==> src/hdl/tpss_pkg.sv <==
package tpss_pkg;

  localparam int MAX_STEPS     = 64;
  localparam int TABLE_COLUMNS = 16;
  localparam int QUEUE_DEPTH   = 2;

  localparam int STEP_W  = (MAX_STEPS > 1) ? $clog2(MAX_STEPS) : 1;
  localparam int COL_W   = $clog2(TABLE_COLUMNS);
  localparam int ROWX_W  = (STEP_W > 6) ? STEP_W : 6;
  localparam int COLX_W  = (COL_W > 4) ? COL_W : 4;
  localparam int ADDR_W  = $clog2(MAX_STEPS * TABLE_COLUMNS);
  localparam int CNT_W   = $clog2(MAX_STEPS + 1);
  localparam int CMP_W   = ((CNT_W > 7) ? CNT_W : 7) + 1;
  localparam int QPTR_W  = (QUEUE_DEPTH > 1) ? $clog2(QUEUE_DEPTH) : 1;
  localparam int QCNT_W  = $clog2(QUEUE_DEPTH + 1);
  localparam int PANEL_W = 4;
  localparam int TIME_W  = 20;
  localparam int CFG_IDX_W  = 2;
  localparam int CFG_DATA_W = 7;

  localparam logic [TIME_W-1:0] ELAPSED_MAX = {TIME_W{1'b1}};

  localparam logic [1:0] MODE_WRITE = 2'd0;
  localparam logic [1:0] MODE_START = 2'd1;
  localparam logic [1:0] MODE_TICK  = 2'd2;

  localparam logic [1:0] OP_WRITE = 2'd0;
  localparam logic [1:0] OP_START = 2'd1;
  localparam logic [1:0] OP_TICK  = 2'd2;

  localparam logic [15:0] POS_NONE  = 16'd0;
  localparam logic [15:0] POS_OPEN  = 16'd1;
  localparam logic [15:0] POS_CLOSE = 16'd2;

  localparam logic [1:0] ACT_NO_MOVE = 2'd0;
  localparam logic [1:0] ACT_OPEN    = 2'd1;
  localparam logic [1:0] ACT_CLOSE   = 2'd2;
  localparam logic [1:0] ACT_DETACH  = 2'd3;

  localparam logic KIND_PANEL = 1'b0;
  localparam logic KIND_DONE  = 1'b1;

  localparam logic [CFG_IDX_W-1:0] CFG_STEP_COUNT  = 2'd0;
  localparam logic [CFG_IDX_W-1:0] CFG_FIRST_PANEL = 2'd1;
  localparam logic [CFG_IDX_W-1:0] CFG_LAST_PANEL  = 2'd2;
  localparam logic [CFG_IDX_W-1:0] CFG_SPEED_LEVEL = 2'd3;

  typedef struct packed {
    logic [1:0]  mode;
    logic [5:0]  step_index;
    logic [3:0]  column;
    logic [15:0] word;
  } in_item_t;

  typedef struct packed {
    logic       kind;
    logic [3:0] panel;
    logic [1:0] action;
    logic [2:0] speed;
    logic       last;
  } out_item_t;

  typedef struct packed {
    logic [1:0]  op;
    logic        in_range;
    logic [5:0]  row;
    logic [3:0]  col;
    logic [15:0] word;
  } cmd_t;

  typedef struct packed {
    logic [6:0] step_count;
    logic [3:0] first_panel;
    logic [3:0] last_panel;
    logic [2:0] speed_level;
  } cfg_t;

  function automatic logic [ADDR_W-1:0] tbl_addr(logic [ROWX_W-1:0] row,
                                                 logic [COLX_W-1:0] col);
    tbl_addr = ADDR_W'(int'(row) * TABLE_COLUMNS + int'(col));
  endfunction

endpackage

==> src/hdl/tpss_queue.sv <==
module tpss_queue import tpss_pkg::*; (
  input  logic clk,
  input  logic rst_n,
  input  logic push,
  input  cmd_t push_cmd,
  input  logic pop,
  output cmd_t head,
  output logic empty,
  output logic full
);

  cmd_t              entries_r [QUEUE_DEPTH];
  logic [QPTR_W-1:0] wr_ptr_r, wr_ptr_nxt;
  logic [QPTR_W-1:0] rd_ptr_r, rd_ptr_nxt;
  logic [QCNT_W-1:0] count_r, count_nxt;
  logic              do_push, do_pop;

  assign empty   = (count_r == '0);
  assign full    = (int'(count_r) == QUEUE_DEPTH);
  assign head    = entries_r[rd_ptr_r];
  assign do_push = push && !full;
  assign do_pop  = pop && !empty;

  always_comb begin
    wr_ptr_nxt = wr_ptr_r;
    rd_ptr_nxt = rd_ptr_r;
    count_nxt  = count_r;
    if (do_push) begin
      wr_ptr_nxt = (int'(wr_ptr_r) == QUEUE_DEPTH - 1) ? '0 : wr_ptr_r + 1'b1;
    end
    if (do_pop) begin
      rd_ptr_nxt = (int'(rd_ptr_r) == QUEUE_DEPTH - 1) ? '0 : rd_ptr_r + 1'b1;
    end
    if (do_push && !do_pop) begin
      count_nxt = count_r + 1'b1;
    end else if (do_pop && !do_push) begin
      count_nxt = count_r - 1'b1;
    end
  end

  always_ff @(posedge clk) begin
    if (!rst_n) begin
      wr_ptr_r <= '0;
      rd_ptr_r <= '0;
      count_r  <= '0;
    end else begin
      wr_ptr_r <= wr_ptr_nxt;
      rd_ptr_r <= rd_ptr_nxt;
      count_r  <= count_nxt;
    end
  end

  always_ff @(posedge clk) begin
    if (do_push) begin
      entries_r[wr_ptr_r] <= push_cmd;
    end
  end

endmodule

==> config.mk <==
export PLATFORM = sky130hd
export DESIGN_NAME = tpss_queue
export DESIGN_NICKNAME = d
export VERILOG_FILES = /design/src/hdl/tpss_pkg.sv /design/src/hdl/tpss_queue.sv
export SDC_FILE = /design/constraint.sdc
export NUM_CORES = 1
export LEC_CHECK = 0
export BUFFER_PORTS_ARGS = -buffer_cell sky130_fd_sc_hd__buf_2
export CORE_UTILIZATION = 55
export CTS_CLUSTER_SIZE = 10
export DETAILED_ROUTE_END_ITERATION = 7
export MAX_ROUTING_LAYER = met4
export PLACE_DENSITY = 0.94
export SLEW_MARGIN = 20
export SYNTH_ARGS = -nofsm -noshare
export SYNTH_HDL_FRONTEND = slang
export SYNTH_SLANG_ARGS = --single-unit
==> constraint.sdc <==
create_clock -name clk -period 5.43 [get_ports clk]
set_clock_uncertainty 0.05 [all_clocks]
set_input_delay 1.086 -clock clk [delete_from_list [all_inputs] [get_ports clk]]
set_output_delay 1.086 -clock clk [all_outputs]
set_load 0.02 [all_outputs]
==> results.json <==
{
  "synth-simple-area-share_pct": 2.37,
  "synth_top_area_cell": "edfxtp_1",
  "hold_start": "count_r[1]",
  "finalSetupViolations": 0,
  "r2r_setup_slack_ns": 3.63,
  "ys_types": 21,
  "layout-drive-gt1-share_pct": 57.0,
  "path_clk_slew_ns": 0.07,
  "cts_buffers": 9,
  "mostFrequentLayoutCells": "63 x buf_2, 58 x edfxtp_1, 29 x mux2_2, 10 x clkbuf_8, 4 x dfxtp_1",
  "fp.dieH_um": 67.0,
  "root_buffer": "clkbuf_8",
  "htreeDepth": 3,
  "synth_seq_area_share_pct": 79.3,
  "arrival_ns": 1.68,
  "hold_buffers": 0,
  "syn_area_um2": 2320,
  "cap_violations": 0,
  "cts_resized": 0,
  "diodes": 0,
  "vias": 1257,
  "grtUsageTotal_pct": 20.2,
  "slew_viol_final": 0,
  "syn_inst": 115,
  "tightest_slew_ns": 0.678,
  "synth_mux_area_share_pct": 14.1,
  "pwr-share-seq_pct": 46.5,
  "max_freq_mhz": 355,
  "routed_wl_um": 3970,
  "cp_max_fo": 29,
  "pwr-share-comb_pct": 26.6,
  "synthXorXnorAreaFrac_pct": 1.13,
  "crit_path_end_kind": "output pin",
  "viasPerCell": 5.17,
  "switching_share_pct": 30.1,
  "ios": 64,
  "cts_num_sinks": 63,
  "layout_setup_ws_ns": 2.61,
  "cp.required_ns": 4.29,
  "min_delay_worst_endpoint": "count_r[1]",
  "fin_util_pct": 71.8,
  "total_power_mw": 1.43,
  "drc": 0,
  "first_global_vias": 1298,
  "synth_area_leaders": "edfxtp_1 75%, mux2_2 14%, dfxtp_1 4.3%",
  "rsz0062_at_grt": "false",
  "outcome": "complete, no violations",
  "ir_worst_vdd_v": 0.000356,
  "p_int_mw": 1.00,
  "worstSkewPairLatency_ns": 0.33,
  "final_common_cell": "buf_2",
  "final_hold_viol_count": 0,
  "whs_path_depth": 2,
  "critical_path_class": "reg -> out",
  "period_needed_ns": 2.82,
  "slew_headroom_pct": 54.8,
  "power_density_nw_per_um2": 495,
  "total_leakage_power_nw": 1.10,
  "synth_nets": 149,
  "cts_tree": "yes",
  "rows": 23,
  "grt_overflow": 0,
  "worstSetupStartpointType": "flip-flop",
  "synth_fa_ha_area_share_pct": 0.539,
  "post-dp-hpwl_um": 2640,
  "antenna_left": 0,
  "p_switching_mw": 0.431,
  "avgRoutedWirePerCell_um": 16.3,
  "nets": 222,
  "ys_seq_elements": 63,
  "synth_top_family_by_area": "multiplexers",
  "hold_path.class": "reg -> reg",
  "dr.pass1.iters": 5,
  "crit-reg2reg-launch": "count_r[0]",
  "start_util_pct": 57.6,
  "grt_antenna_before_repair": 0,
  "initialDrtViolationCount": 55,
  "rr_worst_depth": 6,
  "dieArea_um2": 4490,
  "grt_max_degree": 30,
  "grt_pass1_wl_um": 5960,
  "place_ws_ns": 2.96,
  "clockBufferDepth": 2,
  "core_um2": 4030,
  "yosys_warnings": 0,
  "synth_top_area_share_pct": 75.0,
  "pwr-share-clk_pct": 26.9,
  "regToRegEndpoint": "count_r[1]",
  "cts_setup_buffers": 0,
  "avgSynthCellArea_um2": 20.2,
  "die_w_um": 67.0,
  "finalCritPeriodShare_pct": 51.9,
  "area_growth_syn_to_layout_pct": 24.6,
  "place_congestion": 0.653,
  "port_buffers": 63,
  "setup_tns_ns": 0,
  "synth-compound-area-share_pct": 1.40
}
## layout make-up
type / count / area [um^2]
clock buffers: 12 / 145
fillers: 282 / 1130
inverters: 2 / 7.51
multi-input cells: 47 / 459
well taps: 50 / 62.6
clock inverters: 4 / 46.3
repair buffers: 65 / 330
flip-flops and latches: 63 / 1840
## registers in the layout, summed over array words and instances (netlist names), named ones only
signal,flops
count_r,2
wr_ptr_r,1
entries_r,58
rd_ptr_r,1
## worst max-delay path by stage
stage | slack [ns] | end | cells after the start
final | 2.61 | head[16] | 2
after global routing | 2.52 | head[18] | 2
after CTS | 2.59 | head[16] | 2
after detailed placement | 2.96 | head[16] | 2
after global placement | 2.56 | head[16] | 2
after floorplan | 2.62 | entries_r[0][0] | 2
## power by group through the flow
stage          clock [mW]  sequential, mW  combinational [mW]
2_1_floorplan           0           0.640               0.294
3_3_place_gp            0           0.668               0.370
3_5_place_dp            0           0.677               0.380
4_1_cts             0.393           0.667               0.383
5_1_grt             0.416           0.675               0.411
6_report            0.385           0.666               0.380
## synthesized netlist by cell type
cell and number:
a21boi_0 1, a21boi_1 1, and2_1 3, and3_1 1, buf_2 1, buf_4 2, dfxtp_1 5, edfxtp_1 58
ha_1 1, inv_1 1, inv_2 1, mux2_2 29, nand2b_1 1, nor2_1 2, nor3_2 1, o21a_1 1
o21ai_0 1, o21ai_1 1, or3_1 1, xnor2_1 2, xor2_1 1
## cells by family after synthesis
kind of cell | count (synthesis)
compound gates | 5
xor+xnor | 3
fa+ha+maj | 1
buf+inv | 5
flops | 63
mux | 29
simple gates | 9
## worst max-delay path, cell delays in order (launching register included)
cell and delay (ns):
dfxtp_2 0.77, mux2_2 0.42, buf_2 0.16
## metal layers
metal  global-route usage [%]  wire length (um)
met1                     22.6              1630
met2                     33.2              2020
met3                     8.39               290
met4                     5.59                23
met5                        -                 0
## metrics by stage
| step | std cells | hold slack, ns | cell area (um^2) |
|---|---|---|---|
| finish | 243 | 0.506 | 2890 |
| global route | 243 | 0.541 | 2890 |
| CTS | 243 | 0.500 | 2890 |
| detailed placement | 227 | 0.511 | 2700 |
| global placement | 227 | 0.445 | 2700 |
| floorplan | 115 | 0.433 | 2320 |
Power figures use the tool's default switching activity.
